## src/rtl/lobt_pkg.sv

```systemverilog
// Shared types and constants for the order book table.
`timescale 1ns / 1ps
package lobt_pkg;
   localparam int MAX_ORDERS_DEF = 256;
   localparam int FIFO_DEPTH = 2;

   typedef enum logic [1:0] {
      REQ_ADD    = 2'd0,
      REQ_CANCEL = 2'd1,
      REQ_MODIFY = 2'd2,
      REQ_NONE   = 2'd3
   } req_kind_type;

   typedef enum logic [1:0] {
      ST_DONE = 2'd0,
      ST_DUP  = 2'd1,
      ST_UNK  = 2'd2,
      ST_FULL = 2'd3
   } status_type;

   typedef struct packed {
      logic [1:0]  req_type;
      logic [63:0] ord_key;
      logic        side;
      logic [31:0] price;
      logic [31:0] quantity;
      logic [63:0] timestamp;
   } req_type_type;

   typedef struct packed {
      logic [1:0]  status;
      logic [31:0] best_bid;
      logic        bid_present;
      logic [31:0] best_ask;
      logic        ask_present;
      logic [8:0]  order_count;
   } rsp_type;

   typedef enum logic [2:0] {
      BK_IDLE,
      BK_MATCH,
      BK_UPDATE,
      BK_REDUCE,
      BK_FINAL,
      BK_OUT
   } back_state_type;
endpackage

```

## src/rtl/lobt_front.sv

```systemverilog
// Front end: short request queue.
`timescale 1ns / 1ps
module lobt_front
   import lobt_pkg::*;
(
   input  logic         clock,
   input  logic         reset,
   input  logic         req_valid,
   output logic         req_stall,
   input  req_type_type req_data,
   output logic         q_valid,
   input  logic         q_take,
   output req_type_type q_data
);
   req_type_type mem_ff [FIFO_DEPTH];
   logic         wr_ptr_ff, wr_ptr_in, rd_ptr_ff, rd_ptr_in;
   logic [1:0]   cnt_ff, cnt_in;
   logic         push;

   assign req_stall = (cnt_ff == 2'(FIFO_DEPTH));
   assign push      = req_valid && !req_stall;
   assign q_valid   = (cnt_ff != 2'd0);
   assign q_data    = mem_ff[rd_ptr_ff];

   always_comb begin
      wr_ptr_in = push ? !wr_ptr_ff : wr_ptr_ff;
      rd_ptr_in = (q_take && q_valid) ? !rd_ptr_ff : rd_ptr_ff;
      cnt_in    = cnt_ff + 2'(push) - 2'(q_take && q_valid);
   end

   always_ff @(posedge clock) begin
      if (reset) begin
         wr_ptr_ff <= 1'b0;
         rd_ptr_ff <= 1'b0;
         cnt_ff    <= 2'd0;
      end else begin
         wr_ptr_ff <= wr_ptr_in;
         rd_ptr_ff <= rd_ptr_in;
         cnt_ff    <= cnt_in;
      end
      if (push) mem_ff[wr_ptr_ff] <= req_data;
   end
endmodule

```

## config.mk

```make
export PLATFORM = sky130hd
export DESIGN_NAME = lobt_front
export DESIGN_NICKNAME = d
export VERILOG_FILES = /design/src/rtl/lobt_pkg.sv /design/src/rtl/lobt_front.sv
export SDC_FILE = /design/constraint.sdc
export NUM_CORES = 1
export LEC_CHECK = 0
export BUFFER_PORTS_ARGS = -buffer_cell sky130_fd_sc_hd__buf_2
export CAP_MARGIN = 5
export CORE_UTILIZATION = 35
export DETAILED_ROUTE_END_ITERATION = 8
export PLACE_DENSITY = 0.57
export SYNTH_ARGS = -nofsm -noshare
export SYNTH_HDL_FRONTEND = slang
export SYNTH_SLANG_ARGS = --single-unit
```

## constraint.sdc

```tcl
create_clock -name clock -period 5.5 [get_ports clock]
set_clock_uncertainty 0.05 [all_clocks]
set_input_delay 0.275 -clock clock [delete_from_list [all_inputs] [get_ports clock]]
set_output_delay 0.275 -clock clock [all_outputs]
set_load 0.01 [all_outputs]
```

==> results of run 1 <==
[metrics by stage]
stage / utilization [%] / setup WS [ns] / power [W]
2_1_floorplan: - / 0.2428 / 0.005344
3_3_place_gp: 41.52 / 2.801 / 0.005998
3_5_place_dp: 41.52 / 2.808 / 0.006011
4_1_cts: 49.40 / 2.794 / 0.008951
5_1_grt: 49.41 / 2.621 / 0.009178
6_report: 49.41 / 2.752 / 0.008812
[cell type report]
class | count | area share (%)
Antenna cell | 2 | 0.02409
Tap cell | 539 | 3.247
Sequential cell | 395 | 56.88
Timing Repair Buffer | 596 | 19.38
Clock inverter | 15 | 0.8252
Inverter | 4 | 0.1084
Multi-Input combinational cell | 212 | 13.86
Clock buffer | 59 | 5.674
[layer usage]
| metal | up-vias | wire length (um) | track usage, % |
|---|---|---|---|
| li1 | 3763 | - | - |
| met1 | 3955 | 12850 | 17.12 |
| met2 | 273 | 14990 | 23.08 |
| met3 | 74 | 2134 | 4.211 |
| met4 | 2 | 1158 | 7.382 |
| met5 | - | 10 | 0 |
[critical path, cell delays in order, from the launching register on]
cell and delay [ns]:
dfxtp_1 0.36, nand2b_1 0.16, inv_1 0.09, or3_1 0.43
inv_8 0.54, buf_12 0.47
[kinds of logic (layout without fill, tap and decap cells)]
| kind of cell | count (synthesis) | after routing |
|---|---|---|
| DFF | 395 | 395 |
| muxes | 195 | 195 |
| buffers and inverters | 26 | 674 |
| and+or+nand+nor | 9 | 9 |
| AOI/OAI and AO/OA | 3 | 3 |
| xor gates and xnor gates | 3 | 3 |
| adders and majority gates | 2 | 2 |
| other | 0 | 2 |
[cells in the final DEF, fill, tap and decap left out, types with 2 or more instances in the layout]
cell type / Yosys / routed
buf_2: 4 / 395
edfxtp_1: 390 / 390
dlygate4sd3_1: 0 / 196
mux2_4: 150 / 150
mux2_2: 45 / 45
clkbuf_16: 0 / 45
clkbuf_1: 0 / 14
clkinv_1: 0 / 5
clkinv_2: 0 / 5
bufinv_16: 0 / 4
dfxtp_1: 5 / 4
buf_12: 0 / 4
inv_1: 4 / 3
nor2_1: 3 / 3
diode_2: 0 / 2
xnor2_1: 2 / 2
ha_1: 2 / 2
[state kept, by name (all words and copies together) (netlist names), named ones only]
register,cells
mem_ff,390
cnt_ff,2
rd_ptr_ff,1
wr_ptr_ff,1
[power groups by stage]
stage / clock network, W / registers (W) / logic, W
after floorplan: 0 / 0.00392 / 0.00143
after global placement: 0 / 0.00387 / 0.00213
after detailed placement: 0 / 0.00388 / 0.00213
after CTS: 0.00288 / 0.00382 / 0.00225
after global routing: 0.00297 / 0.00385 / 0.00236
final: 0.00278 / 0.00382 / 0.00221
[repair_timing]
action / 4_1_cts / 5_1_grt
hold endpoints to repair: 395 / 0
hold buffers: 196 / 0
buffers inserted: 0 / 0
[worst min-delay path by stage]
stage / from / to / slack, ns
3_3_place_gp: req_data[27] / mem_ff[0][27]$_DFFE_PP_ / 0.41
3_5_place_dp: req_data[38] / mem_ff[1][38]$_DFFE_PP_ / 0.42
4_1_cts: req_valid / wr_ptr_ff$_SDFFE_PP0N_ / 0.06
5_1_grt: req_valid / wr_ptr_ff$_SDFFE_PP0N_ / 0.1
6_report: req_valid / wr_ptr_ff$_SDFFE_PP0N_ / 0.1
2_1_floorplan: reset / wr_ptr_ff$_SDFFE_PP0N_ / 0.29
==> impl_results.md, run 1 <==
- Status: finished clean
- Syn Inst Count: 633
- First-pass GRT wire length: 47780 um
- VDD IR-drop max: 0.0006040 V
- PwrDens: 424.2 nW/um^2
- Slew at the pin closest to its max-slew limit: 0.9434 ns
- Final wirelength: 31140 um
- Worst Setup SP: cnt_ff[0]$_SDFF_PP0_
- Worst r2r path cells: 5
- Fin cells: 1822
- Die height: 208.5 um
- Routability congestion estimate: 0.7324
- Post-synth top cells: edfxtp_1 (390), mux2_4 (150), mux2_2 (45)
- Final Hold Fails: 0
- Routed WL per cell: 17.09 um
- Clk pwr share: 31.6%
- Top_reg_cell synth: edfxtp_1
- Top-count cell post-synth: edfxtp_1
- Mapped Nets: 834
- Hold depth: 4
- Seq pwr share: 43.3%
- Async S/R FF share, synth: 0%
- Share of layout cells above drive strength 1: 51.05%
- Reg2reg start: cnt_ff[0]$_SDFF_PP0_
- Int Power: 0.006538 W
- FF/Latch Area: 11820 um^2
- Synth area leaders: edfxtp_1 (78%), mux2_4 (15%), mux2_2 (3.4%)
- Slew Viols, Final: 0
- Setup_tns: 0 ns
- Area of the mapped netlist: 14920 um^2
- Antenna violations before repair: 3
- Grt total ovfl: 0
- Minimum clock period: 2.748 ns
- Crit start category: register
- Sequential fraction of the synthesis area: 79.15%
- Starting Density: 35.50%
- RR Endpoint: mem_ff[0][17]$_DFFE_PP_
- DPL Wire Length: 19120 um
- DRT iter0 DRCs: 322
- CP Data Arrival Time: 2.88 ns
- Setup violations, final: 0
- Crit-path max FO: 108
- Hold_ws: 0.09639 ns
- H-tree levels: 2
- CTS tree: yes
- Rows: 75
- Core area: 42040 um^2
- # port buffers: 395
- RSZ-0062 raised after global routing: no
- Remaining antenna violation count: 0
- Finished layout cell area: 20770 um^2
- Synth warnings: 0
- Rel. slew slack: 37.11%
- Leakage power: 8.072 nW
- Largest family of logic cells by synthesized area: multiplexers
- Placed cell area: 17460 um^2
- Vias: 8067
- Share of the synthesized area in the top cell type: 78.48%
- DR DRC count: 0
- Drt pass-1 iters: 4
- Distinct cell type count after synthesis: 20
- Synth-to-Final Area Change: 39.20%
- Fmax: 363.9 MHz
- Post-Place Cells: 1550
- Max-Cap Viols: 0
- Worst skew pair latency: 0.54 ns
- Die width: 208.5 um
- EDFF count, synth: 390
- Root Driver: clkbuf_16
- Compound-gate portion of the synthesized area: 0.1174%
- Syn_area_per_cell: 23.58 um^2
- Xor and xnor area share after synthesis: 0.1761%
- NumNets Final: 1453
- Vias in the first global route: 8638
- Area of the multi-input gates: 2879 um^2
- Gate power share: 25.1%
- CP required: 5.63 ns
- GRT Total Usage: 14.21%
- R2r setup slk: 2.75 ns
- Post-synthesis register bit count: 395
- Max Root-Sink Buffers: 3
- Critical Path Sink: mem_ff[0][17]$_DFFE_PP_
- Hold WC Path Type: input pin to register
- Post-synthesis mux area share: 18.49%
- WS Path Type: register to register
- Total CTS buffers: 43
- Adder-cell share of the synthesized area: 0.1677%
- Clock transition at the registers of the reported paths: 0.06 ns
- Die area: 43470 um^2
- Number of I/O pins: 396
- Switching Fraction: 25.80%
- Fin crit share: 49.97%
- Net Switching: 0.002274 W
- Post-Synth Simple-Gate Area: 0.3102%
- Via/cell ratio: 4.428
- # clock sinks: 395
- Kind of end point of the critical path: register
- Area leader, netlist: edfxtp_1
- Pin count of the biggest net entering global routing: 109
- Post-CTS sizing: 0
- Fillers: 3543
Power figures use the tool's default switching activity.
==> inputs of run 2 (changes only) <==
PLACE_DENSITY = 0.55   (was 0.57)
clock period = 2.7 ns   (was 5.5 ns; I/O delays follow)
==> run 2 against run 1 <==
  * Non-clock buffer count rose by 26
  * Global-route usage rose by 0.38 points
  * Count of clock-buffer cells in the layout fell by 6
  * Critical path depth fell by 2
  * Clock power rose by 92%
  * Utilization rose by 0.54 points
  * Cell area rose by 1.1%
  * Sequential cell count did not move
  * Sequential power rose by 100%
  * Via count rose by 0.17%
==> impl_results.md, run 2 (synthesis gave the netlist of run 1 again) <==
- Remaining antenna violation count: 0 (unchanged)
- Fillers: 3538 (-0.14%)
- Drt pass-1 iters: 4 (unchanged)
- Commonest non-fill, non-tap cell in the layout: buf_2
- Post-Place Cells: 1573 (+1.5%)
- Worst skew pair latency: 0.55 ns (about the same)
- Status: finished clean
- Uppermost layer routed: met4
- Root Driver: clkbuf_16
- DPL Wire Length: 21160 um (+11%)
- FF/Latch Area: 11820 um^2 (about the same)
- Cell breakdown of the critical path: buf_12 > mux2_2 > buf_2
- CP required: 2.52 ns (-3.11 ns)
- Final wirelength: 32230 um (+3.5%)
- Core area: 42040 um^2 (unchanged)
- Vias: 8081 (+0.17%)
- Met3 wire length: 1964 um (-8.0%)
- Largest regs: mem_ff x390, cnt_ff x2
- Slew Viols, Final: 0 (unchanged)
- Rows: 75 (unchanged)
- Hold_ws: 0.2525 ns (+0.1561 ns)
- Seq pwr share: 43.8% (+0.5 points)
- VDD IR-drop max: 0.0005678 V (-6.0%)
- Gate power share: 26.2% (+1.1 points)
- DR DRC count: 0 (unchanged)
- RSZ-0062 raised after global routing: no
- Crit start category: register
- Hold WC Path Type: input pin to register
- WS Path Type: register to output pin
- Slew at the pin closest to its max-slew limit: 0.4849 ns (-0.4585 ns)
- Reg with most FFs: mem_ff
- Total CTS buffers: 42 (-2.3%)
- Number of I/O pins: 396 (unchanged)
- Max incr delay on CP: 0.60 ns (+0.06 ns)
- Post-CTS sizing: 0 (unchanged)
- Switching Fraction: 26.41% (+0.61 points)
- Pin count of the biggest net entering global routing: 46 (-58%)
- CTS tree: yes
- Max-Cap Viols: 0 (unchanged)
- DRT met1 WL: 13760 um (+7.0%)
- Met2 WL post-DR: 15710 um (+4.8%)
- Max Root-Sink Buffers: 3 (unchanged)
- NumNets Final: 1478 (+1.7%)
- Fmax: 443.1 MHz
- Area of the multi-input gates: 2892 um^2 (+0.43%)
- Commonest cells after routing, fill and taps aside: buf_2 (395), edfxtp_1 (390), dlygate4sd3_1 (199)
- PwrDens: 849.2 nW/um^2 (+100%)
- Kind of end point of the critical path: output pin
- Die height: 208.5 um (unchanged)
- # clock sinks: 395 (unchanged)
- DRT iter0 DRCs: 348 (+8.1%)
- CP Data Arrival Time: 2.07 ns (-0.81 ns)
- Net Switching: 0.004710 W (+110%)
- Grt total ovfl: 0 (unchanged)
- Top delay family on crit path: flip-flops
- Vias in the first global route: 8667 (+0.34%)
- Clock transition at the registers of the reported paths: 0.06 ns (about the same)
- Share of layout cells above drive strength 1: 52.22% (+1.2 points)
- Antenna violations before repair: 1 (-2)
- Minimum clock period: 2.257 ns
- Max reg flops: 390 (unchanged)
- GRT Total Usage: 14.59% (+0.38 points)
- Routed WL per cell: 17.48 um (+2.3%)
- Worst Path Buf+Inv: 2 (-1)
- Die area: 43470 um^2 (unchanged)
- Die width: 208.5 um (unchanged)
- Setup_tns: 0 ns (unchanged)
- Routability congestion estimate: 0.7342 (+0.25%)
- Slowest-stage cell, CP: dfxtp_4
- First-pass GRT wire length: 48750 um (+2.0%)
- Synth-to-Final Area Change: 40.72%
- H-tree levels: 2 (unchanged)
- Leakage power: 8.192 nW (+1.5%)
- Via/cell ratio: 4.382 (-1.0%)
- Crit-path max FO: 42 (-61%)
- # port buffers: 395 (unchanged)
- Final Hold Fails: 0 (unchanged)
- Fin cells: 1844 (+1.2%)
- Int Power: 0.01312 W (+100%)
- Setup violations, final: 0 (unchanged)
- Rel. slew slack: 67.67% (+31 points)
- Fin crit share: 83.58%
- Clk pwr share: 30.0% (-1.6 points)
- Starting Density: 35.50% (unchanged)
[run 2: changes by cell type in the layout (fill, tap and decap cells not counted), sizes merged]
cell	previous run	this run
clkinv	10	14
buf	400	423
clkbuf	59	53
clkinvlp	1	2
diode	2	1
bufinv	4	2
dlygate4sd3	196	199
[run 2: power groups by stage]
stage | clock network [W] | registers (W) | logic, W
5_1_grt | 0.00574 | 0.00788 | 0.00498
4_1_cts | 0.00553 | 0.00783 | 0.00476
2_1_floorplan | 0 | 0.00795 | 0.00293
3_3_place_gp | 0 | 0.00792 | 0.00450
6_report | 0.00535 | 0.00781 | 0.00467
3_5_place_dp | 0 | 0.00795 | 0.00450
[run 2: area by class of cell]
cell class,count,area share [%]
sequential,395,56.27
timing repair buffer,622,20.67
multi-input combinational,212,13.77
clock buffer,53,5.303
tap,539,3.211
clock inverter,18,0.6554
inverter,4,0.1013
antenna,1,0.01192
[run 2: through the flow]
stage | instance area, um^2 | utilization, % | setup WS, ns | total power, W
after floorplan | 14950 | - | -1.277 | 0.01087
after global placement | 17750 | 42.23 | 0.7465 | 0.01242
after detailed placement | 17750 | 42.23 | 0.7325 | 0.01245
after CTS | 21000 | 49.95 | 0.3495 | 0.01812
after global routing | 21000 | 49.95 | 0.3223 | 0.01860
final | 21000 | 49.95 | 0.4434 | 0.01783
[run 2: path summary, 6_finish.rpt]
kind / start / endpoint / slack (ns) / depth (start not counted)
worst max register to register: cnt_ff[0]$_SDFF_PP0_ / mem_ff[0][134]$_DFFE_PP_ / 0.75 / 6
worst min-delay path: req_data[27] / mem_ff[0][27]$_DFFE_PP_ / 0.25 / 2
worst min register to register: wr_ptr_ff$_SDFFE_PP0N_ / wr_ptr_ff$_SDFFE_PP0N_ / 0.46 / 2
worst max-delay path: register / q_data[0] / 0.44 / 3
[run 2: what timing repair did]
item,CTS,global route
hold buffers,199,0
hold endpoints to repair,395,0
buffers inserted,0,0
[run 2: layer usage]
layer | track usage [%] | vias to the layer above
met5 | 0 | -
met4 | 5.517 | 0
met3 | 4.091 | 50
met2 | 24.20 | 247
met1 | 18.09 | 3973
li1 | - | 3811
==> inputs of run 3 (changes only) <==
ABC_AREA = 1   (was default)
PLACE_DENSITY = 0.57   (was 0.55)
clock period = 1.95 ns   (was 2.7 ns; I/O delays follow)
==> run 3 against run 2 <==
  * The flow now finishes with violations (negative setup slack)
  * Largest power group unchanged
  * Setup slack lost 0.47 ns
  * Synthesized cell count grew 1.9%
  * Critical path type unchanged
  * Utilization grew 3.2 points
  * Die area grew 0.12%
==> impl_results.md, run 3 <==
- Status: complete, but fails checks
- Failing checks: negative setup slack
- Area of the mapped netlist: 14940 um^2 (+0.12%)
- RSZ-0062 raised after global routing: yes
- Drt pass-1 iters: 4 (unchanged)
- Max-Cap Viols: 0 (unchanged)
- Synth warnings: 0 (unchanged)
- VDD IR-drop max: 0.0008618 V (+52%)
- Setup_tns: -0.3609 ns (-0.3609 ns)
- Reg2reg start: cnt_ff[0]$_SDFF_PP0_
- PwrDens: 1217 nW/um^2 (+43%)
- Clock transition at the registers of the reported paths: 0.06 ns (about the same)
- EDFF count, synth: 390 (unchanged)
- Grt total ovfl: 0 (unchanged)
- WS Path Type: register to output pin
- Util after Layout: 53.19% (+3.2 points)
- Hold WC Path Type: input pin to register
- Share of layout cells above drive strength 1: 52.96% (+0.74 points)
- Sequential fraction of the synthesis area: 79.06% (-0.093 points)
- Async S/R FF share, synth: 0% (unchanged)
- Rel. slew slack: 74.97% (+7.3 points)
- Crit-path max FO: 17 (-60%)
- Via/cell ratio: 4.446 (+1.5%)
- NumNets Final: 1517 (+2.6%)
- Max incr delay on CP: 0.38 ns (-0.22 ns)
- CP Data Arrival Time: 1.83 ns (-0.24 ns)
- H-tree levels: 2 (unchanged)
- Routability congestion estimate: 0.7305 (-0.50%)
- Number of I/O pins: 396 (unchanged)
- CP required: 1.80 ns (-0.72 ns)
- Fmax: 506.4 MHz
- Fillers: 3336 (-5.7%)
- Setup ws final: -0.02490 ns (-0.4683 ns)
- DPL Wire Length: 21290 um (+0.65%)
- Syn_area_per_cell: 23.16 um^2 (-1.7%)
- Antenna violations before repair: 0 (-1)
- # port buffers: 395 (unchanged)
- Largest regs: mem_ff x390, cnt_ff x2
- Total CTS buffers: 42 (unchanged)
- Core area: 42040 um^2 (unchanged)
- # clock sinks: 395 (unchanged)
- Die area: 43520 um^2 (+0.12%)
- Placed cell area: 17930 um^2 (+0.99%)
- Die height: 208.6 um (about the same)
- Rows: 75 (unchanged)
- Vias: 8399 (+3.9%)
- Routed WL per cell: 18.04 um (+3.2%)
- Minimum clock period: 1.975 ns
- Reg with most FFs: mem_ff
- Die width: 208.6 um (about the same)
- GRT Total Usage: 15.10% (+0.51 points)
- DRT iter0 DRCs: 356 (+2.3%)
- Finished layout cell area: 22360 um^2 (+6.5%)
- Remaining antenna violation count: 0 (unchanged)
- Worst skew pair latency: 0.55 ns (about the same)
- Starting Density: 35.54% (+0.042 points)
- Top_reg_cell synth: edfxtp_1
- Top-count cell post-synth: edfxtp_1
- Synth area leaders: edfxtp_1 (78%), mux2_4 (15%), mux2_2 (3.4%)
- DR DRC count: 0 (unchanged)
- Post-synthesis register bit count: 395 (unchanged)
- CTS tree: yes
- Final wirelength: 34070 um (+5.7%)
- Distinct cell type count after synthesis: 12 (-40%)
- Cell breakdown of the critical path: buf_12 > buf_12 > mux2_4 > buf_2
- Max Root-Sink Buffers: 3 (unchanged)
- Slowest-stage cell, CP: dfxtp_4
- Synth-to-Final Area Change: 49.66%
- Kind of end point of the critical path: output pin
- Share of the synthesized area in the top cell type: 78.39% (-0.092 points)
- First-pass GRT wire length: 50280 um (+3.1%)
- Commonest cells after routing, fill and taps aside: edfxtp_1 (390), buf_2 (296), dlygate4sd3_1 (198)
- Root Driver: clkbuf_16
- CP dominant cell by count: buf_12
- Area leader, netlist: edfxtp_1
- Pin count of the biggest net entering global routing: 53 (+15%)
- Setup violations, final: 30 (+30)
- Hold_sp: reset
- Max reg flops: 390 (unchanged)
- Mapped Nets: 846 (+1.4%)
- Leakage power: 8.836 nW (+7.9%)
- Final Hold Fails: 0 (unchanged)
- Commonest non-fill, non-tap cell in the layout: edfxtp_1
- Post-synth top cells: edfxtp_1 (390), mux2_4 (150), mux2_2 (45)
- Syn Inst Count: 645 (+1.9%)
- Crit start category: register
- Fin crit share: 101.3%
- Antenna cell count: 0 (-1)
- Slew at the pin closest to its max-slew limit: 0.3755 ns (-0.1095 ns)
- Vias in the first global route: 9056 (+4.5%)
- Slew Viols, Final: 0 (unchanged)
run 3: changes by cell type after synthesis, moves of 2 or more:
cell	previous run	this run
nor2_1	3	9
inv_1	4	9
nand2_1	1	8
nand3_1	0	3
xnor2_1	2	0
run 3: area by class of cell:
| type | instances | area, um^2 | area share [%] |
|---|---|---|---|
| multi-input combinational | 219 | 3000 | 13.42 |
| sequential | 395 | 11820 | 52.85 |
| tap | 539 | 674.4 | 3.016 |
| clock inverter | 31 | 262.8 | 1.175 |
| inverter | 9 | 37.54 | 0.1679 |
| clock buffer | 47 | 1134 | 5.070 |
| timing repair buffer | 649 | 5434 | 24.30 |
run 3: kinds of logic (layout without fill, tap and decap cells):
logic type / Yosys count / in the layout / share of synthesized area (%)
compound gates: 2 / 2 / 0.06700
simple gates: 20 / 20 / 0.5276
flops: 395 / 395 / 79.06
buf+inv: 31 / 736 / 1.717
fa+ha+maj: 2 / 2 / 0.1675
mux: 195 / 195 / 18.47
run 3: stage by stage:
step | power [W] | worst slack [ns] | instances | hold WS, ns
finish | 0.02722 | -0.02490 | 1889 | 0.2142
global route | 0.02833 | -0.1171 | 1889 | 0.1885
CTS | 0.02700 | -0.08224 | 1883 | 0.1709
detailed placement | 0.01771 | 0.3135 | 1599 | 0.2117
global placement | 0.01766 | 0.3193 | 1599 | 0.2116
floorplan | 0.01527 | -1.914 | 645 | 0.1113
run 3: worst paths after layout:
kind / depth (start not counted) / to / slack [ns]
worst min-delay path: 3 / cnt_ff[0]$_SDFF_PP0_ / 0.21
worst min register to register: 2 / rd_ptr_ff$_SDFFE_PP0P_ / 0.47
worst max-delay path: 4 / q_data[150] / -0.02
worst max register to register: 6 / mem_ff[0][83]$_DFFE_PP_ / 0.32
run 3: where the power goes:
| group | leakage, nW | switching (W) | total (W) | internal (W) |
|---|---|---|---|---|
| clock | 0.688 | 0.00315 | 0.00797 | 0.00482 |
| sequential | 3.68 | 0.000289 | 0.0110 | 0.0107 |
| combinational | 4.46 | 0.00362 | 0.00823 | 0.00461 |
| total | 8.84 | 0.00706 | 0.0272 | 0.0202 |
run 3: timing repair:
item / CTS / global route
setup endpoints to repair: 168 / 171
resized for setup: 87 / 59
hold endpoints to repair: 395 / 0
cloned: 4 / 4
hold buffers: 198 / 0
buffers inserted: 4 / 2
run 3: routing by layer:
layer  vias to the layer above  track usage, %  share of wire (%)
met3                        49           4.193                6.5
met1                      4166           18.05                 41
met5                         -               0                  0
met4                         0           5.730                2.2
li1                       3904               -                  -
met2                       280           25.90                 50
run 3: worst max-delay path, delay by kind of cell, from the launching register on:
kind	cells	cell delay [ns]
buf+inv	3	0.55
flops	1	0.38
mux	1	0.31
